$ cat config.mk
export PLATFORM = sky130hd
export DESIGN_NAME = rotary_encoder_button_decoder_flat
export DESIGN_NICKNAME = d
export VERILOG_FILES = /design/src/rtl/rebd_pkg.sv /design/src/rtl/rebd_in_if.sv /design/src/rtl/rebd_out_if.sv /design/src/rtl/rebd_cfg_regs.sv /design/src/rtl/rebd_encoder.sv /design/src/rtl/rebd_button.sv /design/src/rtl/rotary_encoder_button_decoder.sv /design/src/flat_wrapper.sv
export SDC_FILE = /design/constraint.sdc
export NUM_CORES = 1
export LEC_CHECK = 0
export ABC_AREA = 1
export BUFFER_PORTS_ARGS = -buffer_cell sky130_fd_sc_hd__buf_2
export CAP_MARGIN = 20
export CORE_AREA = 2 2 184 186
export DETAILED_ROUTE_END_ITERATION = 10
export DIE_AREA = 0 0 186 188
export PLACE_DENSITY = 0.81
export SYNTH_ARGS = -nofsm -noshare
export SYNTH_HDL_FRONTEND = slang
export SYNTH_SLANG_ARGS = --single-unit
$ cat constraint.sdc
create_clock -name clk -period 5.65 [get_ports clk]
set_clock_uncertainty 0.1 [all_clocks]
set_input_delay 0.2825 -clock clk [delete_from_list [all_inputs] [get_ports clk]]
set_output_delay 0.2825 -clock clk [all_outputs]
set_load 0.005 [all_outputs]
$ cat src/rtl/rebd_pkg.sv
// Shared types and constants for the rotary encoder and button decoder.
// No dependencies; rebd_cfg_regs, rebd_encoder, rebd_button and the top level use it.
package rebd_pkg;

    // Configuration port geometry
    localparam int CFG_DATA_W = 20;
    localparam int CFG_IDX_W  = 2;

    // Register indexes
    localparam logic [CFG_IDX_W-1:0] REG_DEBOUNCE_US  = 2'd0;
    localparam logic [CFG_IDX_W-1:0] REG_LONG_PRESS   = 2'd1;
    localparam logic [CFG_IDX_W-1:0] REG_DOUBLE_WIN   = 2'd2;
    localparam logic [CFG_IDX_W-1:0] REG_DOUBLE_EN    = 2'd3;

    // Register reset values
    localparam logic [19:0] DEBOUNCE_US_RST = 20'd2000;
    localparam logic [15:0] LONG_PRESS_RST  = 16'd800;
    localparam logic [15:0] DOUBLE_WIN_RST  = 16'd350;

    // Default width of the pending detent count
    localparam int DELTA_WIDTH_DEF = 16;

    // Input commands
    localparam logic CMD_EDGE = 1'b0;
    localparam logic CMD_POLL = 1'b1;

    // Button event codes
    typedef enum logic [1:0] {
        EV_NONE   = 2'd0,
        EV_SHORT  = 2'd1,
        EV_LONG   = 2'd2,
        EV_DOUBLE = 2'd3
    } press_ev_t;

    // Live configuration
    typedef struct packed {
        logic [19:0] edge_gap_us;
        logic [15:0] long_ms;
        logic [15:0] window_ms;
        logic        double_en;
    } cfg_t;

    // Per-cycle step strobes from the pipeline control to the decoders
    typedef struct packed {
        logic edge_fire;
        logic poll_fire;
    } step_t;

endpackage

$ cat src/rtl/rebd_in_if.sv
// Input channel: edge events and poll ticks with valid/ready.
// Depends on nothing.
interface rebd_in_if;
    logic        valid;
    logic        ready;
    logic        command;
    logic [31:0] time_us;
    logic [31:0] time_ms;
    logic        clock_level;
    logic        direction_level;
    logic        button_level;

    modport source (output valid, command, time_us, time_ms, clock_level,
                    direction_level, button_level, input ready);
    modport sink   (input valid, command, time_us, time_ms, clock_level,
                    direction_level, button_level, output ready);
endinterface

$ cat src/rtl/rebd_out_if.sv
// Result channel: drained rotation and button event with valid/ready.
// Depends on nothing.
interface rebd_out_if;
    logic               valid;
    logic               ready;
    logic signed [15:0] rotate_delta;
    logic [1:0]         press_event;

    modport source (output valid, rotate_delta, press_event, input ready);
    modport sink   (input valid, rotate_delta, press_event, output ready);
endinterface

$ cat src/rtl/rebd_cfg_regs.sv
// Configuration register file, written through a plain write port.
// Depends on rebd_pkg.
module rebd_cfg_regs (
    input  logic                              clk,
    input  logic                              rst_n,
    input  logic                              we,
    input  logic [rebd_pkg::CFG_IDX_W-1:0]    idx,
    input  logic [rebd_pkg::CFG_DATA_W-1:0]   wdata,
    output rebd_pkg::cfg_t                    cfg
);

    rebd_pkg::cfg_t cfg_reg;

    // Register writes; each field keeps its own width
    always_ff @(posedge clk or negedge rst_n)
    begin
        if (!rst_n)
        begin
            cfg_reg.edge_gap_us <= rebd_pkg::DEBOUNCE_US_RST;
            cfg_reg.long_ms     <= rebd_pkg::LONG_PRESS_RST;
            cfg_reg.window_ms   <= rebd_pkg::DOUBLE_WIN_RST;
            cfg_reg.double_en   <= 1'b0;
        end
        else if (we)
        begin
            unique case (idx)
                rebd_pkg::REG_DEBOUNCE_US: cfg_reg.edge_gap_us <= wdata[19:0];
                rebd_pkg::REG_LONG_PRESS:  cfg_reg.long_ms     <= wdata[15:0];
                rebd_pkg::REG_DOUBLE_WIN:  cfg_reg.window_ms   <= wdata[15:0];
                rebd_pkg::REG_DOUBLE_EN:   cfg_reg.double_en   <= wdata[0];
                default: ;
            endcase
        end
    end

    assign cfg = cfg_reg;

endmodule

$ cat src/rtl/rebd_encoder.sv
// Debounced quadrature edge counter with a saturating pending detent count.
// Depends on rebd_pkg.
module rebd_encoder #(
    parameter int DELTA_WIDTH = rebd_pkg::DELTA_WIDTH_DEF
) (
    input  logic                   clk,
    input  logic                   rst_n,
    input  rebd_pkg::step_t        step,
    input  logic [19:0]            edge_gap_us,
    input  logic [31:0]            now_us,
    input  logic                   clk_level,
    input  logic                   dir_level,
    output logic [DELTA_WIDTH-1:0] pending
);

    localparam logic [DELTA_WIDTH-1:0] DMAX = {1'b0, {(DELTA_WIDTH-1){1'b1}}};
    localparam logic [DELTA_WIDTH-1:0] DMIN = {1'b1, {(DELTA_WIDTH-1){1'b0}}};
    localparam logic [DELTA_WIDTH-1:0] ONE  = {{(DELTA_WIDTH-1){1'b0}}, 1'b1};

    logic [DELTA_WIDTH-1:0] pending_reg, pending_next;
    logic                   last_clk_reg, last_clk_next;
    logic [31:0]            last_time_reg, last_time_next;
    logic [31:0]            since;
    logic                   take;

    // Edge qualification: outside the debounce window and a real level change
    assign since = now_us - last_time_reg;
    assign take  = step.edge_fire && (since >= {12'd0, edge_gap_us})
                   && (clk_level != last_clk_reg);

    always_comb
    begin
        pending_next   = pending_reg;
        last_clk_next  = last_clk_reg;
        last_time_next = last_time_reg;
        if (step.poll_fire)
        begin
            pending_next = '0;
        end
        else if (take)
        begin
            last_clk_next  = clk_level;
            last_time_next = now_us;
            // falling edge counts one detent, saturating at the signed limits
            if (!clk_level)
            begin
                if (dir_level && (pending_reg != DMAX))
                    pending_next = pending_reg + ONE;
                else if (!dir_level && (pending_reg != DMIN))
                    pending_next = pending_reg - ONE;
            end
        end
    end

    always_ff @(posedge clk or negedge rst_n)
    begin
        if (!rst_n)
        begin
            pending_reg   <= '0;
            last_clk_reg  <= 1'b1;
            last_time_reg <= '0;
        end
        else
        begin
            pending_reg   <= pending_next;
            last_clk_reg  <= last_clk_next;
            last_time_reg <= last_time_next;
        end
    end

    assign pending = pending_reg;

endmodule

$ cat src/rtl/rebd_button.sv
// Button classifier: short, long and double press with optional deferral.
// Depends on rebd_pkg.
module rebd_button (
    input  logic                clk,
    input  logic                rst_n,
    input  rebd_pkg::step_t     step,
    input  rebd_pkg::cfg_t      cfg,
    input  logic [31:0]         now_ms,
    input  logic                sw,
    output rebd_pkg::press_ev_t ev
);

    logic        last_btn_reg, last_btn_next;
    logic [31:0] start_reg, start_next;
    logic        long_reg, long_next;
    logic        def_reg, def_next;
    logic [31:0] def_time_reg, def_time_next;
    logic [31:0] held;
    logic        is_long;

    assign held    = now_ms - start_reg;
    assign is_long = held >= {16'd0, cfg.long_ms};

    // Classification for one poll tick
    always_comb
    begin
        ev            = rebd_pkg::EV_NONE;
        start_next    = start_reg;
        long_next     = long_reg;
        def_next      = def_reg;
        def_time_next = def_time_reg;
        priority if (last_btn_reg && !sw)
        begin
            // press: second click of a deferred short is a double
            if (def_reg && cfg.double_en)
            begin
                def_next  = 1'b0;
                ev        = rebd_pkg::EV_DOUBLE;
                long_next = 1'b1;
            end
            start_next = now_ms;
        end
        else if (!last_btn_reg && sw)
        begin
            // release
            if (!long_reg && !is_long)
            begin
                if (cfg.double_en)
                begin
                    def_next      = 1'b1;
                    def_time_next = now_ms;
                end
                else
                begin
                    ev = rebd_pkg::EV_SHORT;
                end
            end
            long_next = 1'b0;
        end
        else if (!last_btn_reg && !sw)
        begin
            // held down
            if (!long_reg && is_long)
            begin
                long_next = 1'b1;
                def_next  = 1'b0;
                ev        = rebd_pkg::EV_LONG;
            end
        end
        else
        begin
        end
        last_btn_next = sw;

        // deferred short expires once the double window has passed
        if (def_next && ((now_ms - def_time_next) >= {16'd0, cfg.window_ms}))
        begin
            def_next = 1'b0;
            ev       = rebd_pkg::EV_SHORT;
        end
    end

    always_ff @(posedge clk or negedge rst_n)
    begin
        if (!rst_n)
        begin
            last_btn_reg <= 1'b1;
            start_reg    <= '0;
            long_reg     <= 1'b0;
            def_reg      <= 1'b0;
            def_time_reg <= '0;
        end
        else if (step.poll_fire)
        begin
            last_btn_reg <= last_btn_next;
            start_reg    <= start_next;
            long_reg     <= long_next;
            def_reg      <= def_next;
            def_time_reg <= def_time_next;
        end
    end

endmodule

$ cat src/rtl/rotary_encoder_button_decoder.sv
// Top level of the rotary encoder and button decoder.
// Depends on rebd_pkg, rebd_in_if, rebd_out_if, rebd_cfg_regs, rebd_encoder,
// rebd_button.
//
//  channel  | dir | handshake          | payload
//  ---------+-----+--------------------+----------------------------------------
//  in_ch    | in  | valid/ready        | command, time_us, time_ms, clock_level,
//           |     |                    | direction_level, button_level
//  out_ch   | out | valid/ready        | rotate_delta, press_event
//  cfg      | in  | cfg_we             | cfg_index, cfg_wdata
//
// One item per cycle unless the output stalls: an item passes the input register,
// and a poll tick's result is then written to the output register. Edge events
// produce no result.
// The decoder state update of each item is a single compare-and-update pass.
// A stalled output holds a poll tick in the input register, and with it the
// input; edge events pass freely while no tick is waiting there.
// Reset clears valids and restores register and decoder reset values.
module rotary_encoder_button_decoder #(
    parameter int DELTA_WIDTH = rebd_pkg::DELTA_WIDTH_DEF
) (
    input  logic                            clk,
    input  logic                            rst_n,
    rebd_in_if.sink                         in_ch,
    rebd_out_if.source                      out_ch,
    input  logic                            cfg_we,
    input  logic [rebd_pkg::CFG_IDX_W-1:0]  cfg_index,
    input  logic [rebd_pkg::CFG_DATA_W-1:0] cfg_wdata
);

    typedef struct packed {
        logic        command;
        logic [31:0] time_us;
        logic [31:0] time_ms;
        logic        clock_level;
        logic        direction_level;
        logic        button_level;
    } item_t;

    rebd_pkg::cfg_t         cfg;
    rebd_pkg::step_t        step;
    rebd_pkg::press_ev_t    ev;
    logic [DELTA_WIDTH-1:0] pending;
    logic signed [31:0]     delta_ext;

    logic               s1_valid_reg;
    item_t              s1_item_reg;
    logic               s1_poll, s1_move, out_free;
    logic               out_valid_reg, out_valid_next;
    logic signed [15:0] out_delta_reg;
    logic [1:0]         out_event_reg;

    rebd_cfg_regs u_cfg (
        .clk   (clk),
        .rst_n (rst_n),
        .we    (cfg_we),
        .idx   (cfg_index),
        .wdata (cfg_wdata),
        .cfg   (cfg)
    );

    // Pipeline control: an item leaves the input register when it can finish
    assign s1_poll  = (s1_item_reg.command == rebd_pkg::CMD_POLL);
    assign out_free = !out_valid_reg || out_ch.ready;
    assign s1_move  = s1_valid_reg && (!s1_poll || out_free);
    assign in_ch.ready = !s1_valid_reg || s1_move;

    assign step.edge_fire = s1_move && !s1_poll;
    assign step.poll_fire = s1_move && s1_poll;

    // Input register
    always_ff @(posedge clk or negedge rst_n)
    begin
        if (!rst_n)
            s1_valid_reg <= 1'b0;
        else if (in_ch.ready)
            s1_valid_reg <= in_ch.valid;
    end

    always_ff @(posedge clk)
    begin
        if (in_ch.ready && in_ch.valid)
        begin
            s1_item_reg.command         <= in_ch.command;
            s1_item_reg.time_us         <= in_ch.time_us;
            s1_item_reg.time_ms         <= in_ch.time_ms;
            s1_item_reg.clock_level     <= in_ch.clock_level;
            s1_item_reg.direction_level <= in_ch.direction_level;
            s1_item_reg.button_level    <= in_ch.button_level;
        end
    end

    rebd_encoder #(
        .DELTA_WIDTH (DELTA_WIDTH)
    ) u_enc (
        .clk         (clk),
        .rst_n       (rst_n),
        .step        (step),
        .edge_gap_us (cfg.edge_gap_us),
        .now_us      (s1_item_reg.time_us),
        .clk_level   (s1_item_reg.clock_level),
        .dir_level   (s1_item_reg.direction_level),
        .pending     (pending)
    );

    rebd_button u_btn (
        .clk    (clk),
        .rst_n  (rst_n),
        .step   (step),
        .cfg    (cfg),
        .now_ms (s1_item_reg.time_ms),
        .sw     (s1_item_reg.button_level),
        .ev     (ev)
    );

    // Result register; the drained count is sign extended, then cut to 16 bits
    assign delta_ext = 32'(signed'(pending));

    always_comb
    begin
        out_valid_next = out_valid_reg;
        if (step.poll_fire)
            out_valid_next = 1'b1;
        else if (out_ch.ready)
            out_valid_next = 1'b0;
    end

    always_ff @(posedge clk or negedge rst_n)
    begin
        if (!rst_n)
            out_valid_reg <= 1'b0;
        else
            out_valid_reg <= out_valid_next;
    end

    always_ff @(posedge clk)
    begin
        if (step.poll_fire)
        begin
            out_delta_reg <= delta_ext[15:0];
            out_event_reg <= ev;
        end
    end

    assign out_ch.valid        = out_valid_reg;
    assign out_ch.rotate_delta = out_delta_reg;
    assign out_ch.press_event  = out_event_reg;

endmodule
$ cat src/flat_wrapper.sv
// flat-port wrapper written by rule: the top's interface ports become plain ports
module rotary_encoder_button_decoder_flat 
#(
    parameter int DELTA_WIDTH = rebd_pkg::DELTA_WIDTH_DEF
)
  (clk, rst_n, cfg_we, cfg_index, cfg_wdata, in_ch_valid, in_ch_command, in_ch_time_us, in_ch_time_ms, in_ch_clock_level, in_ch_direction_level, in_ch_button_level, in_ch_ready, out_ch_valid, out_ch_rotate_delta, out_ch_press_event, out_ch_ready);
  rebd_in_if in_ch_i ();
  rebd_out_if out_ch_i ();
  input  logic clk;
  input  logic rst_n;
  input  logic cfg_we;
  input  logic [rebd_pkg::CFG_IDX_W-1:0] cfg_index;
  input  logic [rebd_pkg::CFG_DATA_W-1:0] cfg_wdata;
  input wire logic [$bits(in_ch_i.valid)-1:0] in_ch_valid;
  input wire logic [$bits(in_ch_i.command)-1:0] in_ch_command;
  input wire logic [$bits(in_ch_i.time_us)-1:0] in_ch_time_us;
  input wire logic [$bits(in_ch_i.time_ms)-1:0] in_ch_time_ms;
  input wire logic [$bits(in_ch_i.clock_level)-1:0] in_ch_clock_level;
  input wire logic [$bits(in_ch_i.direction_level)-1:0] in_ch_direction_level;
  input wire logic [$bits(in_ch_i.button_level)-1:0] in_ch_button_level;
  output wire logic [$bits(in_ch_i.ready)-1:0] in_ch_ready;
  output wire logic [$bits(out_ch_i.valid)-1:0] out_ch_valid;
  output wire logic [$bits(out_ch_i.rotate_delta)-1:0] out_ch_rotate_delta;
  output wire logic [$bits(out_ch_i.press_event)-1:0] out_ch_press_event;
  input wire logic [$bits(out_ch_i.ready)-1:0] out_ch_ready;
  assign in_ch_i.valid = in_ch_valid;
  assign in_ch_i.command = in_ch_command;
  assign in_ch_i.time_us = in_ch_time_us;
  assign in_ch_i.time_ms = in_ch_time_ms;
  assign in_ch_i.clock_level = in_ch_clock_level;
  assign in_ch_i.direction_level = in_ch_direction_level;
  assign in_ch_i.button_level = in_ch_button_level;
  assign in_ch_ready = in_ch_i.ready;
  assign out_ch_valid = out_ch_i.valid;
  assign out_ch_rotate_delta = out_ch_i.rotate_delta;
  assign out_ch_press_event = out_ch_i.press_event;
  assign out_ch_i.ready = out_ch_ready;
  rotary_encoder_button_decoder #(.DELTA_WIDTH(DELTA_WIDTH)) u_core (.clk(clk), .rst_n(rst_n), .in_ch(in_ch_i), .out_ch(out_ch_i), .cfg_we(cfg_we), .cfg_index(cfg_index), .cfg_wdata(cfg_wdata));
endmodule
==> results.toml, run 1 <==
[status]
run_status = "finished with violations"
failed_checks = "setup timing"

[setup_path]
ff2ff_path_depth = 47
crit_required_ns = 5.91
cpPeakStageDelay_ns = 0.44
crit_path_frequent_cell = "nand2_1"
startpoint_type = "register"
path_class = "reg2reg"
critical_path_arrival_ns = 6.69
worst_path_max_delay_cell = "edfxtp_1"
end_kind = "register"
cp_max_fo = 5
cp-startpoint = "u_core.s1_item_reg[5]"
r2r_start = "u_core.s1_item_reg[5]"

[yosys]
syn_area_um2 = 17980
synth-async-reset-ratio = 0.6654
synth_cell_types = 52
synth_top_area_share = 0.2143
avgSynthCellArea_um2 = 7.513
ys.flop_type = "dfrtp_1"
syn_nets = 2657
syn_inst = 2393
ys_ff_latch = 257
synth_edf_count = 86
ys_seq_area_frac = 0.3828
synth_top_area_cell = "dfrtp_1"
ys_warn_count = 0
synth_area_leaders = "dfrtp_1 21%, edfxtp_1 14%, nand2_1 14%"

[global_routing]
grt.total_usage = 0.3054
grt_pass1_vias = 17900
globalRouteOverflowTotal = 0
grt_first_pass_wirelength_mm = 85.97
antenna_found_initial = 0
grt_max_degree = 81

[floorplanning]
initial_utilization = 0.5430
core_area_um2 = 33110
ios = 115
die_area_um2 = 34970
fp.dieH_um = 188
fp.dieW_um = 186
rows = 67

[drt]
wl_per_cell_um = 16.04
routed_wl_mm = 53.75
drc = 0
ant_nets = 0
drt_iter0_markers = 1324
via_count = 17770
drtPass1Iterations = 6
viasPerCell = 5.304

[pwr]
cellPowerDensity_nw_per_um2 = 455.2
p_comb_frac = 0.567
p_leak_nw = 12.22
p_sw_mw = 4.541
pwr-share-seq = 0.242
switching_share = 0.4207
internal_power_mw = 6.253
clkPwrFrac = 0.192
peakVddDrop_mv = 0.3849
power_mw = 10.79

[cts]
clk_path_buf_depth = 3
clock_sinks = 257
cts_tree = "done"
clockRootBuffer = "clkbuf_16"
clk_latency_ns = 0.62
htree_levels = 1
cts_made_buffers = 30
path_clk_slew_ns = 0.06

[place]
dp_hpwl_mm = 38.07
port_buffers = 114
gp_congestion = 0.9890
dpl-instance-area_um2 = 21050
place_ws_ns = -0.7733

[timing]
slew_headroom = 0.3102
timing.final.crit_share = 1.138
fin_crit_ns = 6.428
finalMaxSlewViolations = 0
report.final.hold_viol_count = 0
clock.fmax_ghz = 0.1556
tns_ns = -1.363
setup_slack_ns = -0.7785
setup_viol = 2
whs_ns = 0.1372
tightest_slew_ns = 1.032
rsz0062_at_grt = "true"

[worst_hold_path]
holdPathStages = 5
worstHoldPathType = "in2reg"
min_from = "cfg_index[0]"

[finish]
area_growth_syn_to_layout_pct = 31.87
fin_nets = 3143
layout_common_cells = "630 x nand2_1, 409 x inv_1, 278 x buf_4"
post-route-cell-area_um2 = 23710
drive_gt1_frac = 0.2115
n_antenna_cell = 0
largest_register_ffs = 67
mostFrequentLayoutCell = "nand2_1"

[job]
maxCapViolCount = 0
-- metrics by stage --
| stage | instances | utilization |
|---|---|---|
| CTS | 3339 | 0.7019 |
| floorplan | 2393 | - |
| global route | 3351 | 0.7160 |
| detailed placement | 3179 | 0.6357 |
| finish | 3351 | 0.7160 |
| global placement | 3178 | 0.6352 |
-- synth_stat cells, types with 14 or more instances --
cell      instances
a21oi_1         156
clkbuf_1         23
dfrtp_1         154
dfstp_2          17
edfxtp_1         86
ha_1            165
inv_1           414
nand2_1         651
nand2_2          14
nand3_1          98
nand4_1          37
nor2_1          172
nor3_1           28
o21ai_0         145
o21ai_1          34
o21ai_2          15
xnor2_1          21
xor2_1           62
-- worst max-delay path: cells and delay by family (launching register included) --
family,cells,cell delay [ns]
compound gates,4,0.58
xor+xnor,2,0.37
buf+inv,3,0.48
flops,1,0.44
simple gates,33,2.98
fa+ha+maj,5,1.26
-- routing by layer --
layer  share of wire  up-vias  global-route usage
met3           0.047      160             0.04195
met5               0        -                   0
met4           0.038        0              0.1102
li1                -     8695                   -
met2            0.50      592              0.5353
met1            0.42     8326              0.3818
-- path summary, 6_finish.rpt --
check	endpoint	slack, ns
min reg2reg	u_core.u_btn.start_reg[23]	0.39
max reg2reg	u_core.out_ch.press_event[0]	-0.78
max in group asynchronous	u_core.u_btn.start_reg[16]	4.05
min	u_core.u_cfg.cfg[25]	0.14
min in group asynchronous	u_core.u_enc.pending[7]	0.18
max	u_core.out_ch.press_event[0]	-0.78
-- power by group through the flow --
| stage | clock, mW | sequential [mW] | combinational [mW] |
|---|---|---|---|
| final | 2.07 | 2.61 | 6.12 |
| after global routing | 2.18 | 2.65 | 6.78 |
| after CTS | 2.07 | 2.59 | 5.76 |
| after detailed placement | 0 | 2.62 | 5.57 |
| after global placement | 0 | 2.60 | 5.36 |
| after floorplan | 0 | 2.55 | 3.60 |
-- timing repair --
action,CTS,global route
cloned,2,0
hold endpoints to repair,198,0
resized for setup,35,73
setup endpoints to repair,2,2
pin swaps,10,42
hold buffers,95,0
setup buffers,7,10
-- kinds of logic after synthesis --
logic type	Yosys count	synth area share
AO/OA/AOI/OAI	401	0.1223
XOR/XNOR	83	0.04043
adder cells (fa/ha/maj)	169	0.1193
buffers and inverters	459	0.09916
AND/OR/NAND/NOR	1024	0.2360
flip-flops	257	0.3828
-- cell type report --
type,count,area (µm²)
Timing Repair inverter,2,15.01
Clock inverter,20,247.7
Clock buffer,36,814.5
Timing Repair Buffer,494,3721
Sequential cell,257,6883
Tap cell,448,560.5
Fill cell,2468,9404
Inverter,417,1573
Multi-Input combinational cell,1677,9894
Note: power is estimated with default switching activity, not from simulation.
==> inputs of run 2 (changes only) <==
- CORE_AREA: 2 2 184 186 -> 2 2 248 250
- DIE_AREA: 0 0 186 188 -> 0 0 250 252
- PLACE_DENSITY: 0.81 -> 0.52
==> run 2 against run 1 <==
The run still ends with setup timing left. Maximum frequency grew 1.2%. Sequential share of layout area shrank 1.4 points. Cell count grew 12%. Via count shrank 3.8%. Sequential cell count is the same. Power grew 3.8%. Wire length grew 1.5%. Count of clock-buffer cells in the layout grew 11. Global-route usage shrank 13 points. Critical endpoint unchanged. Non-clock buffer count grew 69. Combinational power grew 4.1%.
==> results.toml, run 2 (synthesis results as in run 1) <==
[drt]
drt_iter0_markers = 940
wl_per_cell_um = 14.52
routed_wl_mm = 54.57
ant_nets = 0
drtPass1Iterations = 5
via_count = 17100
drc = 0
viasPerCell = 4.549

[global_routing]
grt_use_met2 = 0.2952
grt_first_pass_wirelength_mm = 86.81
antenna_found_initial = 0
grt_max_degree = 83
grt_util_met1 = 0.2166
grt_pass1_vias = 17390
grtUsageMet3 = 0.02321
globalRouteOverflowTotal = 0
grt.total_usage = 0.1719
top_usage_layer = "met2"

[timing]
slew_headroom = 0.3460
clock.fmax_ghz = 0.1574
setup_viol = 2
tightest_slew_ns = 0.9783
report.final.hold_viol_count = 0
fin_crit_ns = 6.352
timing.final.crit_share = 1.124
finalMaxSlewViolations = 0
whs_ns = 0.1779
setup_slack_ns = -0.7020
rsz0062_at_grt = "true"

[setup_path]
cp_max_fo = 7
cpPeakStageDelay_ns = 0.48
worst_path_max_delay_cell = "edfxtp_1"
cp_num_buf_inv = 6
end_kind = "register"
critical_path_arrival_ns = 6.56
crit_family = "simple AND/OR/NAND/NOR gates"
path_class = "reg2reg"
crit_path_frequent_cell = "nand2_1"
startpoint_type = "register"
crit_required_ns = 5.85

[job]
maxCapViolCount = 0

[pwr]
peakVddDrop_mv = 0.2585
clkPwrFrac = 0.199
p_leak_nw = 12.63
power_mw = 11.20
cellPowerDensity_nw_per_um2 = 450.4
p_comb_frac = 0.569
switching_share = 0.4078
internal_power_mw = 6.634
pwr-share-seq = 0.233
p_sw_mw = 4.568

[cts]
clk_latency_ns = 0.56
cts_made_buffers = 34
clk_path_buf_depth = 3
path_clk_slew_ns = 0.06
cts_tree = "done"
clock_sinks = 257
clockRootBuffer = "clkbuf_16"
htree_levels = 2

[finish]
area_growth_syn_to_layout_pct = 38.34
drive_gt1_frac = 0.2398
layout_common_cells = "611 x nand2_1, 398 x inv_1, 345 x buf_4"
largest_register_ffs = 67
fin_nets = 3217
n_antenna_cell = 0
nFillCells = 6166
layout.cells.non_filler = 3759
mostFrequentLayoutCell = "nand2_1"

[floorplanning]
initial_utilization = 0.2990
fp.dieW_um = 250
die_area_um2 = 63000
ios = 115
rows = 90
core_area_um2 = 60130
fp.dieH_um = 252

[worst_hold_path]
worstHoldPathType = "in2reg"

[status]
failed_checks = "setup timing"
run_status = "finished with violations"

[place]
dp_hpwl_mm = 41.98
dp_cells = 3539
place_ws_ns = -1.177
gp_congestion = 0.9206
port_buffers = 114
## run 2: cell types whose count changed in the layout (fill, tap and decap cells not counted), sizes merged
cell,before,now
buf,399,469
bufinv,4,1
clkbuf,36,47
clkinv,12,8
clkinvlp,2,1
dlygate4sd3,95,94
inv,421,423
## run 2: routing by layer
| metal | vias to the layer above | share of wire | routed length [µm] |
|---|---|---|---|
| met3 | 112 | 0.032 | 1734 |
| met1 | 7873 | 0.46 | 25020 |
| li1 | 8839 | - | - |
| met5 | - | 0 | 0 |
| met4 | 0 | 0.041 | 2248 |
| met2 | 277 | 0.47 | 25570 |
## run 2: through the flow
stage / util / TNS, ns / instance area, µm²
finish: 0.4137 / -1.310 / 24870
global placement: 0.3602 / -2.306 / 21660
CTS: 0.4041 / -1.383 / 24300
global route: 0.4137 / -2.429 / 24870
floorplan: - / -0.1535 / 18100
detailed placement: 0.3605 / -2.147 / 21680
## run 2: cell type report
cell class / instances / area (µm²) / share of cell area
multi-input cells: 1677 / 9975 / 0.4010
flip-flops and latches: 257 / 6883 / 0.2767
repair buffers: 563 / 4263 / 0.1714
inverters: 417 / 1580 / 0.06353
clock buffers: 47 / 1023 / 0.04115
well taps: 782 / 978.4 / 0.03934
clock inverters: 13 / 146.4 / 0.005885
repair inverters: 3 / 25.02 / 0.001006
## run 2: tightest hold or removal path, stage by stage
cell	delay, ns
buf_2	0.12
nand3_1	0.27
o21ai_0	0.12
## run 2: worst paths after layout
| path | from | end | slack, ns | depth (start not counted) |
|---|---|---|---|---|
| worst max-delay path | u_core.s1_item_reg[10] | u_core.out_ch.press_event[0] | -0.70 | 43 |
| worst min-delay path | cfg_we | u_core.u_cfg.cfg[17] | 0.18 | 3 |
| worst max register to register | u_core.s1_item_reg[10] | u_core.out_ch.press_event[0] | -0.70 | 43 |
| worst min register to register | u_core.u_btn.start_reg[22] | u_core.u_btn.start_reg[22] | 0.38 | 2 |
| max in group asynchronous | rst_n | u_core.u_btn.def_time_reg[7] | 3.90 | 3 |
| min in group asynchronous | rst_n | u_core.out_ch.valid | 0.20 | 2 |
## run 2: power groups by stage
stage	combinational [mW]	clock (mW)	sequential [mW]
CTS	6.10	2.31	2.61
finish	6.37	2.23	2.61
global route	7.17	2.37	2.66
floorplan	3.60	0	2.55
global placement	5.60	0	2.62
detailed placement	5.68	0	2.63
## run 2: what timing repair did
item	CTS	global route
pin swaps	37	57
buffers inserted	37	24
endpoints found under the setup margin	2	2
cloned	2	1
hold buffers	94	0
hold endpoints to repair	186	0
resized for setup	59	85
==> inputs of run 3 (changes only) <==
- PLACE_DENSITY: 0.52 -> not set
==> run 3 against run 2 <==
The run still ends with setup timing left. Global-route usage decreased by 0.57 points. Combinational power shrank 4.4%. Power fell by 2.3%. Maximum frequency decreased by 1.1%. Critical path depth grew 8. First-iteration DRC count decreased by 7.9%. Non-clock buffer count down 55. Count of clock-buffer cells in the layout decreased by 2. Sequential share of layout area up 0.46 points. Cell area shrank 1.6%.
==> results.toml, run 3 (synthesis results as in run 1) <==
[setup_path]
worst-path-stages = 51
path_class = "reg2reg"
cpPeakStageDelay_ns = 0.45
ff2ff_path_depth = 51
worstSetupEndpoint = "u_core.out_ch.press_event[0]"
startpoint_type = "register"
cp_max_fo = 4
cp_num_buf_inv = 29
critical_path_arrival_ns = 6.62
cp-startpoint = "u_core.s1_item_reg[7]"
end_kind = "register"
worst_path_max_delay_cell = "edfxtp_1"
crit_required_ns = 5.85
r2r_start = "u_core.s1_item_reg[7]"
crit_path_frequent_cell = "buf_4"
crit_family = "buffers and inverters"
crit-reg2reg-capture = "u_core.out_ch.press_event[0]"
rrSetupSlack_ns = -0.77

[timing]
rsz0062_at_grt = "true"
slew_headroom = 0.3401
fin_crit_ns = 6.421
setup_slack_ns = -0.7711
clock.fmax_ghz = 0.1557
finalMaxSlewViolations = 0
tightest_slew_ns = 0.9872
report.final.hold_viol_count = 0
setup_viol = 3
timing.final.crit_share = 1.136

[place]
place_ws_ns = -1.078
gp_congestion = 0.9250
dp_hpwl_mm = 39.17
dp_cells = 3505
port_buffers = 114

[global_routing]
grt_pass1_vias = 16670
grt.total_usage = 0.1662
globalRouteOverflowTotal = 0
antenna_found_initial = 2
grt_max_degree = 107
grt_first_pass_wirelength_mm = 84.50

[drt]
wl_per_cell_um = 14.08
drt_iter0_markers = 866
routed_wl_mm = 52.17
ant_nets = 0
via_count = 16720
drtPass1Iterations = 5
viasPerCell = 4.513
drc = 0

[pwr]
clkPwrFrac = 0.205
peakVddDrop_mv = 0.3183
pwr-share-seq = 0.238
switching_share = 0.4068
cellPowerDensity_nw_per_um2 = 447.3
p_sw_mw = 4.452
internal_power_mw = 6.494
p_comb_frac = 0.557
p_leak_nw = 12.35

[cts]
clock_sinks = 257
clk_path_buf_depth = 3
cts_tree = "done"
clk_latency_ns = 0.55
htree_levels = 2
clockRootBuffer = "clkbuf_16"
path_clk_slew_ns = 0.06
cts_made_buffers = 34

[finish]
area_growth_syn_to_layout_pct = 36.10
mostFrequentLayoutCell = "nand2_1"
drive_gt1_frac = 0.2245
layout_common_cells = "618 x nand2_1, 398 x inv_1, 289 x buf_4"
layout.cells.non_filler = 3705
fin_nets = 3161
largest_register_ffs = 67
nFillCells = 6232

[floorplanning]
die_area_um2 = 63000
core_area_um2 = 60130
fp.dieW_um = 250
fp.dieH_um = 252
initial_utilization = 0.2990
ios = 115
rows = 90

[status]
failed_checks = "setup timing"
run_status = "finished with violations"

[worst_hold_path]
worstHoldPathType = "in2async"

[job]
maxCapViolCount = 0
run 3: worst min path at each step:
stage | from | end | slack (ns) | depth (start not counted)
after floorplan | rst_n | u_core.out_ch.valid | -0.11 | 0
after global placement | rst_n | u_core.u_enc.pending[6] | 0.24 | 1
after detailed placement | rst_n | u_core.s1_valid_reg | 0.25 | 1
after CTS | rst_n | u_core.s1_valid_reg | 0.22 | 2
after global routing | rst_n | u_core.u_enc.pending[3] | 0.27 | 2
final | rst_n | u_core.u_enc.pending[6] | 0.18 | 2
run 3: through the flow:
| stage | setup TNS [ns] | hold WS, ns | power (mW) | area, µm² | utilization |
|---|---|---|---|---|---|
| after global placement | -1.823 | 0.2441 | 8.078 | 21420 | 0.3562 |
| after CTS | -1.496 | 0.2168 | 10.73 | 24040 | 0.3998 |
| after global routing | -2.952 | 0.2702 | 11.92 | 24470 | 0.4069 |
| after floorplan | -0.1535 | -0.1131 | 6.150 | 18100 | - |
| after detailed placement | -1.942 | 0.2478 | 8.124 | 21420 | 0.3562 |
| final | -2.040 | 0.1774 | 10.95 | 24470 | 0.4069 |
run 3: area by class of cell:
type / count / area [µm²] / area share
Clock buffer: 45 / 953.4 / 0.03896
Timing Repair Buffer: 508 / 3835 / 0.1567
Timing Repair inverter: 2 / 15.01 / 0.0006136
Multi-Input combinational cell: 1677 / 10020 / 0.4093
Tap cell: 782 / 978.4 / 0.03999
Clock inverter: 16 / 207.7 / 0.008488
Antenna cell: 1 / 2.502 / 0.0001023
Sequential cell: 257 / 6883 / 0.2813
Inverter: 417 / 1579 / 0.06453
run 3: layer usage:
metal / routed length, µm / up-vias / track usage
met3: 1821 / 90 / 0.02249
met2: 24550 / 261 / 0.2867
met5: 13 / - / 0
met1: 24260 / 7642 / 0.2146
li1: - / 8726 / -
met4: 1530 / 2 / 0.05458
run 3: power by group through the flow:
stage	logic, mW	registers [mW]	clock network [mW]
floorplan	3.60	2.55	0
CTS	5.81	2.60	2.31
global placement	5.46	2.61	0
global route	6.88	2.66	2.39
detailed placement	5.50	2.62	0
finish	6.09	2.61	2.25
run 3: repair_timing:
action                     in CTS  in global routing
hold buffers                   95                  0
setup endpoints to repair       2                  3
buffers inserted               32                  9
cloned                          2                  0
hold endpoints to repair      187                  0
gates resized for setup        56                 88
pin swaps                      22                 57
